`src/design/qsvge_pkg.sv`:
```
// Shared types, constants and arithmetic helpers for the state-vector gate engine.
package qsvge_pkg;

    // Store geometry
    localparam int QUBITS = 10;
    localparam int ADDR_W = QUBITS;
    localparam int NENT   = 1 << QUBITS;
    localparam int PAIR_W = (QUBITS > 1) ? QUBITS - 1 : 1;
    localparam int NPAIR  = 1 << (QUBITS - 1);

    // Field widths
    localparam int AMP_W     = 16;
    localparam int FRAC_W    = 14;
    localparam int IDX_W     = 10;
    localparam int QB_W      = 4;
    localparam int CMD_W     = 2;
    localparam int ST_W      = 2;
    localparam int CFG_IDX_W = 3;
    localparam int PROD_W    = 2 * AMP_W;
    localparam int SUM_W     = PROD_W + 2;
    localparam int QUO_W     = SUM_W - FRAC_W + 1;

    // Commands
    localparam logic [CMD_W-1:0] CMD_WRITE = 2'd0;
    localparam logic [CMD_W-1:0] CMD_READ  = 2'd1;
    localparam logic [CMD_W-1:0] CMD_GATE  = 2'd2;
    localparam logic [CMD_W-1:0] CMD_CNOT  = 2'd3;

    // Status codes
    localparam logic [ST_W-1:0] ST_OK    = 2'd0;
    localparam logic [ST_W-1:0] ST_RANGE = 2'd1;
    localparam logic [ST_W-1:0] ST_EQUAL = 2'd2;

    // Gate register indexes
    localparam logic [CFG_IDX_W-1:0] CFG_M00_RE = 3'd0;
    localparam logic [CFG_IDX_W-1:0] CFG_M00_IM = 3'd1;
    localparam logic [CFG_IDX_W-1:0] CFG_M01_RE = 3'd2;
    localparam logic [CFG_IDX_W-1:0] CFG_M01_IM = 3'd3;
    localparam logic [CFG_IDX_W-1:0] CFG_M10_RE = 3'd4;
    localparam logic [CFG_IDX_W-1:0] CFG_M10_IM = 3'd5;
    localparam logic [CFG_IDX_W-1:0] CFG_M11_RE = 3'd6;
    localparam logic [CFG_IDX_W-1:0] CFG_M11_IM = 3'd7;

    localparam logic signed [AMP_W-1:0] ONE_Q = 16'sd16384;

    typedef struct packed {
        logic signed [AMP_W-1:0] re;
        logic signed [AMP_W-1:0] im;
    } t_amp;

    typedef struct packed {
        t_amp m00;
        t_amp m01;
        t_amp m10;
        t_amp m11;
    } t_gate;

    // Sweep read tag: row 0 is the entry with the target bit clear
    typedef struct packed {
        logic              valid;
        logic              row;
        logic [ADDR_W-1:0] addr;
    } t_tag;

    typedef struct packed {
        logic              valid;
        logic [ADDR_W-1:0] addr;
        t_amp              data;
    } t_wr;

    typedef struct packed {
        logic              en;
        logic [ADDR_W-1:0] addr;
    } t_rd;

    typedef struct packed {
        logic              cnot;
        logic [ADDR_W-1:0] cmask;
    } t_mode;

    typedef struct packed {
        logic            load;
        logic            is_read;
        logic [ST_W-1:0] status;
    } t_done;

    // Round to nearest (ties upward) and saturate a Q6.28 sum to Q2.14
    function automatic logic signed [AMP_W-1:0] round_sat(input logic signed [SUM_W-1:0] s);
        logic signed [SUM_W:0]   b;
        logic signed [QUO_W-1:0] q;
        logic signed [QUO_W-1:0] hi;
        logic signed [QUO_W-1:0] lo;
        b  = {s[SUM_W-1], s} + (SUM_W + 1)'(1 << (FRAC_W - 1));
        q  = b[SUM_W:FRAC_W];
        hi = QUO_W'(32767);
        lo = QUO_W'(-32768);
        if (q > hi) begin
            round_sat = 16'sh7FFF;
        end else if (q < lo) begin
            round_sat = 16'sh8000;
        end else begin
            round_sat = q[AMP_W-1:0];
        end
    endfunction

endpackage

```
`src/design/qsvge_ctrl.sv`:
```
// Command sequencer: decodes beats, checks qubits, drives the pair sweep.
module qsvge_ctrl import qsvge_pkg::*; (
    input  logic                    i_clk,
    input  logic                    i_rst_n,
    input  logic                    i_valid,
    output logic                    o_ready,
    input  logic [CMD_W-1:0]        i_cmd,
    input  logic [IDX_W-1:0]        i_amp_index,
    input  logic signed [AMP_W-1:0] i_amp_re,
    input  logic signed [AMP_W-1:0] i_amp_im,
    input  logic [QB_W-1:0]         i_target_qubit,
    input  logic [QB_W-1:0]         i_control_qubit,
    input  logic                    i_busy,
    input  logic                    i_out_free,
    output t_wr                     o_hwr,
    output t_rd                     o_rd,
    output t_tag                    o_tag,
    output t_mode                   o_mode,
    output t_done                   o_done
);

    localparam logic [1:0] S_IDLE  = 2'd0;
    localparam logic [1:0] S_SWEEP = 2'd1;
    localparam logic [1:0] S_DRAIN = 2'd2;
    localparam logic [1:0] S_FIN   = 2'd3;

    logic [1:0]        r_state, n_state;
    logic [PAIR_W-1:0] r_pair;
    logic              r_phase;
    logic [ADDR_W-1:0] r_tmask, r_cmask;
    logic              r_cnot, r_is_read;
    logic [ST_W-1:0]   r_status;

    logic              accept, last, tq_bad, cq_bad, sweep_cmd;
    logic [ST_W-1:0]   st;
    logic [ADDR_W-1:0] pe, lo, i0, i1, idx, saddr;

    assign o_ready = (r_state == S_IDLE);
    assign accept  = i_valid && o_ready;
    assign idx     = ADDR_W'(i_amp_index);
    assign tq_bad  = 32'(i_target_qubit) >= QUBITS;
    assign cq_bad  = 32'(i_control_qubit) >= QUBITS;
    assign sweep_cmd = (i_cmd == CMD_GATE) || (i_cmd == CMD_CNOT);
    assign last    = r_pair == PAIR_W'(NPAIR - 1);

    always_comb begin
        case (i_cmd)
            CMD_GATE: st = tq_bad ? ST_RANGE : ST_OK;
            CMD_CNOT: begin
                if (tq_bad || cq_bad) begin
                    st = ST_RANGE;
                end else if (i_target_qubit == i_control_qubit) begin
                    st = ST_EQUAL;
                end else begin
                    st = ST_OK;
                end
            end
            default: st = ST_OK;
        endcase
    end

    // Insert a clear target bit into the pair number to get the row-0 index
    always_comb begin
        pe    = ADDR_W'(r_pair);
        lo    = r_tmask - ADDR_W'(1);
        i0    = ((pe & ~lo) << 1) | (pe & lo);
        i1    = i0 | r_tmask;
        saddr = r_phase ? i1 : i0;
    end

    always_comb begin
        n_state = r_state;
        case (r_state)
            S_IDLE: begin
                if (accept) begin
                    n_state = (sweep_cmd && st == ST_OK) ? S_SWEEP : S_FIN;
                end
            end
            S_SWEEP: begin
                if (r_phase && last) begin
                    n_state = S_DRAIN;
                end
            end
            S_DRAIN: begin
                if (!i_busy) begin
                    n_state = S_FIN;
                end
            end
            S_FIN: begin
                if (i_out_free) begin
                    n_state = S_IDLE;
                end
            end
            default: n_state = S_IDLE;
        endcase
    end

    always_ff @(posedge i_clk) begin
        if (!i_rst_n) begin
            r_state <= S_IDLE;
            r_pair  <= '0;
            r_phase <= 1'b0;
        end else begin
            r_state <= n_state;
            if (r_state == S_SWEEP) begin
                r_phase <= !r_phase;
                if (r_phase) begin
                    r_pair <= r_pair + PAIR_W'(1);
                end
            end else begin
                r_phase <= 1'b0;
                r_pair  <= '0;
            end
        end
    end

    always_ff @(posedge i_clk) begin
        if (accept) begin
            r_tmask   <= ADDR_W'(1) << i_target_qubit;
            r_cmask   <= ADDR_W'(1) << i_control_qubit;
            r_cnot    <= (i_cmd == CMD_CNOT);
            r_is_read <= (i_cmd == CMD_READ);
            r_status  <= st;
        end
    end

    always_comb begin
        o_hwr.valid   = accept && (i_cmd == CMD_WRITE);
        o_hwr.addr    = idx;
        o_hwr.data.re = i_amp_re;
        o_hwr.data.im = i_amp_im;

        o_rd.en   = (accept && (i_cmd == CMD_READ)) || (r_state == S_SWEEP);
        o_rd.addr = (r_state == S_SWEEP) ? saddr : idx;

        o_tag.valid = (r_state == S_SWEEP);
        o_tag.row   = r_phase;
        o_tag.addr  = saddr;

        o_mode.cnot  = r_cnot;
        o_mode.cmask = r_cmask;

        o_done.load    = (r_state == S_FIN) && i_out_free;
        o_done.is_read = r_is_read;
        o_done.status  = r_status;
    end

endmodule

```
`config.mk`:
```
export PLATFORM = sky130hd
export DESIGN_NAME = qsvge_ctrl
export DESIGN_NICKNAME = d
export VERILOG_FILES = /design/src/design/qsvge_pkg.sv /design/src/design/qsvge_ctrl.sv
export SDC_FILE = /design/constraint.sdc
export NUM_CORES = 1
export LEC_CHECK = 0
export BUFFER_PORTS_ARGS = -buffer_cell sky130_fd_sc_hd__buf_2
export CORE_ASPECT_RATIO = 1.25
export CORE_UTILIZATION = 40
export DETAILED_ROUTE_END_ITERATION = 7
export PLACE_DENSITY = 0.77
export SLEW_MARGIN = 20
export SYNTH_ARGS = -nofsm -noshare
export SYNTH_HDL_FRONTEND = slang
export SYNTH_SLANG_ARGS = --single-unit
```
`constraint.sdc`:
```
create_clock -name i_clk -period 1.95 [get_ports i_clk]
set_clock_uncertainty 0.05 [all_clocks]
set_input_delay 0 -clock i_clk [delete_from_list [all_inputs] [get_ports i_clk]]
set_output_delay 0 -clock i_clk [all_outputs]
set_load 0.01 [all_outputs]
```
==> results of run 1 <==
worst paths after layout:
check,from,endpoint,slack [ns],cells after the start
worst min-delay path,i_cmd[0],r_cnot,0.02,3
worst max-delay path,r_tmask[1],o_rd[8],-0.51,6
worst min register to register,r_pair[7],r_pair[7],0.51,2
worst max register to register,r_pair[1],r_state[1],0.18,9
cells in the mapped netlist, types with 2 or more instances:
master / number / area, um2
nand2_1: 17 / 63.8
o32a_1: 2 / 20.0
or4_1: 2 / 15.0
a21oi_1: 5 / 25.0
mux2_2: 6 / 67.6
o221a_2: 2 / 22.5
xor2_1: 4 / 35.0
nor3_1: 13 / 65.1
inv_1: 12 / 45.0
a31oi_1: 3 / 18.8
ha_1: 7 / 87.6
dfxtp_1: 12 / 240
a22oi_1: 2 / 15.0
nand4_1: 3 / 18.8
o21ai_0: 10 / 50.1
a21boi_0: 4 / 30.0
and2_1: 2 / 12.5
xnor2_1: 4 / 35.0
buf_4: 45 / 338
o211ai_1: 3 / 22.5
mux2i_1: 2 / 20.0
nand2b_1: 9 / 56.3
clkbuf_1: 7 / 26.3
o31ai_1: 2 / 15.0
or3_1: 6 / 37.5
edfxtp_1: 24 / 721
nor4_1: 2 / 12.5
nor2b_1: 4 / 25.0
nor2_1: 23 / 86.3
cell families (layout without fill, tap and decap cells):
logic type               after synthesis  in the layout  share of synthesized area
multiplexers                           8              8                     0.0367
AND/OR/NAND/NOR                       88             88                      0.192
XOR/XNOR                               8              8                     0.0293
AO/OA/AOI/OAI                         43             43                      0.130
flip-flops                            36             36                      0.402
adder cells (fa/ha/maj)                7              7                     0.0367
buffers and inverters                 65            155                      0.173
sequential cells by signal, summed over array words and instances (netlist names):
| register | cells |
|---|---|
| r_is_read | 1 |
| r_tmask | 10 |
| r_cnot | 1 |
| r_state | 2 |
| r_phase | 1 |
| r_status | 2 |
| r_cmask | 10 |
| r_pair | 9 |
area by class of cell:
cell class              instances  area [um2]  area share
clock buffers                   5        68.8      0.0210
clock inverters                 3        23.8     0.00724
inverters                      12        45.0      0.0137
multi-input cells             154        1150       0.350
flip-flops and latches         36         962       0.293
well taps                      66        82.6      0.0251
repair buffers                135         952       0.290
stage by stage:
step / setup TNS, ns / util
2_1_floorplan: -0.218 / -
3_3_place_gp: -0.900 / 0.458
3_5_place_dp: -1.30 / 0.458
4_1_cts: -4.68 / 0.544
5_1_grt: -5.62 / 0.568
6_report: -4.28 / 0.568
routing by layer:
metal | up-vias | part of all wire
met1 | 1003 | 0.39
li1 | 1035 | -
met4 | 0 | 0.013
met3 | 7 | 0.047
met5 | - | 0
met2 | 91 | 0.55
critical path: stages, from the launching register on:
cell and delay, ns:
edfxtp_1 0.39, buf_4 0.16, or4_4 0.56, or3_4 0.36, and3_4 0.19, o32a_1 0.33, buf_2 0.14
power groups by stage:
| stage | sequential [mW] | combinational, mW | clock, mW |
|---|---|---|---|
| floorplan | 1.10 | 0.750 | 0 |
| global placement | 1.07 | 1.13 | 0 |
| detailed placement | 1.07 | 1.16 | 0 |
| CTS | 1.05 | 1.29 | 0.551 |
| global route | 1.07 | 1.54 | 0.591 |
| finish | 1.06 | 1.41 | 0.538 |
repair_timing:
| action | 4_1_cts | 5_1_grt |
|---|---|---|
| gates resized for setup | 9 | 29 |
| cloned | 0 | 0 |
| pin swaps | 5 | 13 |
| hold buffers | 34 | 0 |
| hold endpoints to repair | 35 | 0 |
| buffers inserted | 3 | 5 |
| setup endpoints to repair | 12 | 18 |
==> metrics, run 1 <==
Logic pwr share=0.470; met1 Use GR=0.187; DP HPWL=3910 um; commonest non-fill, non-tap cell in the layout=buf_2; Leak Pwr=1.40 nW; Net Sw Frac=0.367; initial antenna violation count=0; nets=408; failing checks=design-rule violations, negative setup slack; Final Power=3.01 mW; # rows=31; Ys Warns=0; fin worst setup slack=-0.515 ns; switching component of the power=1.10 mW; total CTS buffers=5; CTS root buf=clkbuf_8; drt drc=9; vias in the first global route=1967; FMAX=0.406 GHz; dpl cells=363; Pwr Density=916 nW/um2; Die Ht=88.4 um; fin crit share=1.26; Critical Path Source Type=flip-flop; Avg WL per Cell=13.8 um; GR Util All Layers=0.176; pin count of the biggest net entering global routing=26; clock latency on the worst-skew pair=0.29 ns; CTS tree=done; Max Cap Viol=0; Fill cells=509; async set-reset flop share out of synthesis=0; vias per cell=5.20; Setup WS pre-CTS=-0.252 ns; Final Slew Violations=0; most frequent cells in the layout=69 x buf_2, 34 x dlygate4sd3_1, 25 x buf_4; core area=5780 um2; initial detailed-routing violation count=148; synthesized area per cell=9.37 um2; Area after DPL=2650 um2; H-tree level count=2; RSZ-0062 raised after global routing=yes; I/O Pins=139; cell area after synthesis=2390 um2; met3 GRT Util=0.0308; WP data required=1.90 ns; Syn Inst Count=255; data arrival time of the worst path=2.41 ns; CP Class=flip-flop to output pin; vias=2136; non-filler instance count after layout=411; critical path endpoint category=output pin; FF+latch count, synth=36; EDFF count, synth=24; Post-Syn Nets=319; post-layout minimum cycle time=2.46 ns; Pint=1.90 mW; status=finished with violations; Yosys cell types=47; Initial Utilization=0.413; GRT Max-Usage Layer=met2; clock slew seen by the registers of the worst setup and hold paths=0.08 ns; post-route ant nets=0; grt ovf=0; post-layout instance area=3280 um2; first-pass iteration count of the detailed router=6; Die Span X=71.1 um; clock sink count=36; first-pass GRT wire length=8560 um; sequential fraction of the synthesis area=0.402; GR Layer Usage met2=0.339; layout cells sized above 1=0.409; Die Area=6290 um2; slew at the pin closest to its max-slew limit=0.469 ns; Reg power frac=0.351; DRT Wirelength=5690 um; Final setup viols=14; headroom to the max-slew limit=0.687; clock buffer depth=2; Fin. Hold Viols=0; Post-synth top flop=edfxtp_1; port bufs=74; CP max FO=5; Clock power frac=0.179; area added between synthesis and finish=37.5%; Antenna diodes=0; Final GP Congestion=0.779; Hold WC Path Type=input pin to flip-flop; Peak VDD IR=0.580 mV; hold_ws=0.0167 ns
(Power assumes the default switching activity.)
==> inputs of run 2 (changes only) <==
--- a/config.mk
+++ b/config.mk
@@ -10,6 +10,7 @@
 export CORE_UTILIZATION = 40
 export DETAILED_ROUTE_END_ITERATION = 7
 export PLACE_DENSITY = 0.77
+export SETUP_SLACK_MARGIN = 0.4
 export SLEW_MARGIN = 20
 export SYNTH_ARGS = -nofsm -noshare
 export SYNTH_HDL_FRONTEND = slang
==> constraint.sdc (replaced) <==
create_clock -name i_clk -period 1.95 [get_ports i_clk]
set_clock_uncertainty 0.05 [all_clocks]
set_input_delay 0 -clock i_clk [delete_from_list [all_inputs] [get_ports i_clk]]
set_output_delay 0 -clock i_clk [all_outputs]
set_load 0.05 [all_outputs]
==> run 2 against run 1 <==
Compared with the run above:
- the flow still finishes with violations (design-rule violations, negative setup slack)
- die area unchanged
- core utilization up 10 points
- hold slack worse by 0.0028 ns
- first-iteration DRC count down 2.7%
- setup slack worse by 0.085 ns
- via count up 6.7%
- critical path depth up 1
- register-to-register slack better by 0.12 ns
- sequential power about the same
- sequential share of layout area down 4.0 points
- critical path type unchanged
- highest routed layer unchanged
==> metrics, run 2 (synthesis results as in run 1) <==
first-pass iteration count of the detailed router=8; grt ovf=0; largest registers=r_cmask (10), r_tmask (10), r_pair (9); Final Slew Violations=0; Area after DPL=2880 um2; fin worst setup slack=-0.599 ns; fin crit share=1.31; # rows=31; core area=5780 um2; post-route ant nets=0; RR Startpoint=r_pair[1]; dpl cells=362; slowest CP cell=or4_4; pin count of the biggest net entering global routing=18; Peak VDD IR=0.628 mV; Die Span X=71.1 um; Final GP Congestion=0.800; Final Power=4.61 mW; I/O Pins=139; vias in the first global route=2168; headroom to the max-slew limit=0.651; port bufs=74; total CTS buffers=5; Hold WC Path Type=input pin to flip-flop; CTS root buf=clkbuf_8; first-pass GRT wire length=9720 um; drt drc=7; clock slew seen by the registers of the worst setup and hold paths=0.08 ns; Antenna diodes=0; critical path endpoint category=output pin; Max Cap Viol=0; Final setup viols=15; Hold Crit Start=i_cmd[0]; non-filler instance count after layout=425; post-layout instance area=3890 um2; clock latency on the worst-skew pair=0.28 ns; slew at the pin closest to its max-slew limit=0.522 ns; H-tree level count=2; Setup crit start=r_tmask[1]; Die Ht=88.4 um; Pwr Density=1190 nW/um2; CTS tree=done; status=finished with violations; DRT Wirelength=6900 um; CP peak stage delay=0.46 ns; most frequent cells in the layout=54 x buf_2, 33 x dlygate4sd3_1, 28 x buf_4; CP max FO=4; FMAX=0.392 GHz; Avg WL per Cell=16.2 um; initial detailed-routing violation count=144; DP HPWL=3930 um; data arrival time of the worst path=2.50 ns; failing checks=design-rule violations, negative setup slack; area added between synthesis and finish=62.9%; area of the multi-input gates=1410 um2; RSZ-0062 raised after global routing=yes; Critical Path Source Type=flip-flop; vias=2279; clock buffer depth=2; CP Class=flip-flop to output pin; WP data required=1.90 ns; commonest non-fill, non-tap cell in the layout=buf_2; clock sink count=36; initial antenna violation count=0; Die Area=6290 um2; fin util=0.673; Initial Utilization=0.413; post-layout minimum cycle time=2.55 ns; critical-path cell list=buf_4, buf_6, or4_4, or3_1, and3_4, o32a_4, buf_8; Leak Pwr=1.56 nW; layout cells sized above 1=0.526; Fin. Hold Viols=0; GR Util All Layers=0.198; nets=422; Fill cells=383; flip-flop and latch area=982 um2; vias per cell=5.36
==> run 2: routing by layer <==
metal / GRT usage / vias to the layer above / share of wire
li1: - / 1072 / -
met1: 0.197 / 1086 / 0.36
met2: 0.401 / 110 / 0.57
met3: 0.0330 / 11 / 0.048
met4: 0.0873 / 0 / 0.017
met5: 0 / - / 0
==> run 2: path summary, 6_finish.rpt <==
| path | to | slack, ns | cells after the start |
|---|---|---|---|
| worst max-delay path | o_rd[8] | -0.60 | 7 |
| worst min-delay path | r_cnot | 0.01 | 3 |
| worst max register to register | r_state[1] | 0.30 | 8 |
| worst min register to register | r_phase | 0.45 | 1 |
==> run 2: metrics by stage <==
step                      hold slack, ns  setup WS (ns)  setup TNS [ns]
after floorplan                   0.0511         -0.334          -0.988
after global placement           -0.0497         -0.260           -1.43
final                             0.0139         -0.599           -6.81
after global routing              0.0276         -0.668           -7.99
after detailed placement         -0.0497         -0.314           -1.90
after CTS                         0.0122         -0.539           -5.75
==> run 2: worst max-delay path: cells and delay by family (launching register included) <==
family,cells,cell delay (ns)
buffers and inverters,3,0.42
AO/OA/AOI/OAI,1,0.35
AND/OR/NAND/NOR,3,1.02
flip-flops,1,0.42
==> run 2: layout make-up <==
cell class / instances / area share
clock inverter: 3 / 0.0109
timing repair buffer: 149 / 0.321
sequential: 36 / 0.252
clock buffer: 5 / 0.0177
multi-input combinational: 154 / 0.363
inverter: 12 / 0.0135
tap: 66 / 0.0212
==> run 2: power by group <==
group | total (mW) | internal (mW) | switching [mW]
clock network | 0.657 | 0.378 | 0.278
logic | 2.87 | 1.11 | 1.76
registers | 1.09 | 0.995 | 0.0941
total | 4.61 | 2.48 | 2.13
==> run 2: timing repair <==
| action | 4_1_cts | 5_1_grt |
|---|---|---|
| endpoints found under the setup margin | 35 | 38 |
| buffers inserted | 16 | 6 |
| endpoints found under the hold margin | 34 | 0 |
| pin swaps | 22 | 7 |
| resized for setup | 81 | 29 |
| hold buffers | 33 | 0 |
| cloned | 0 | 0 |
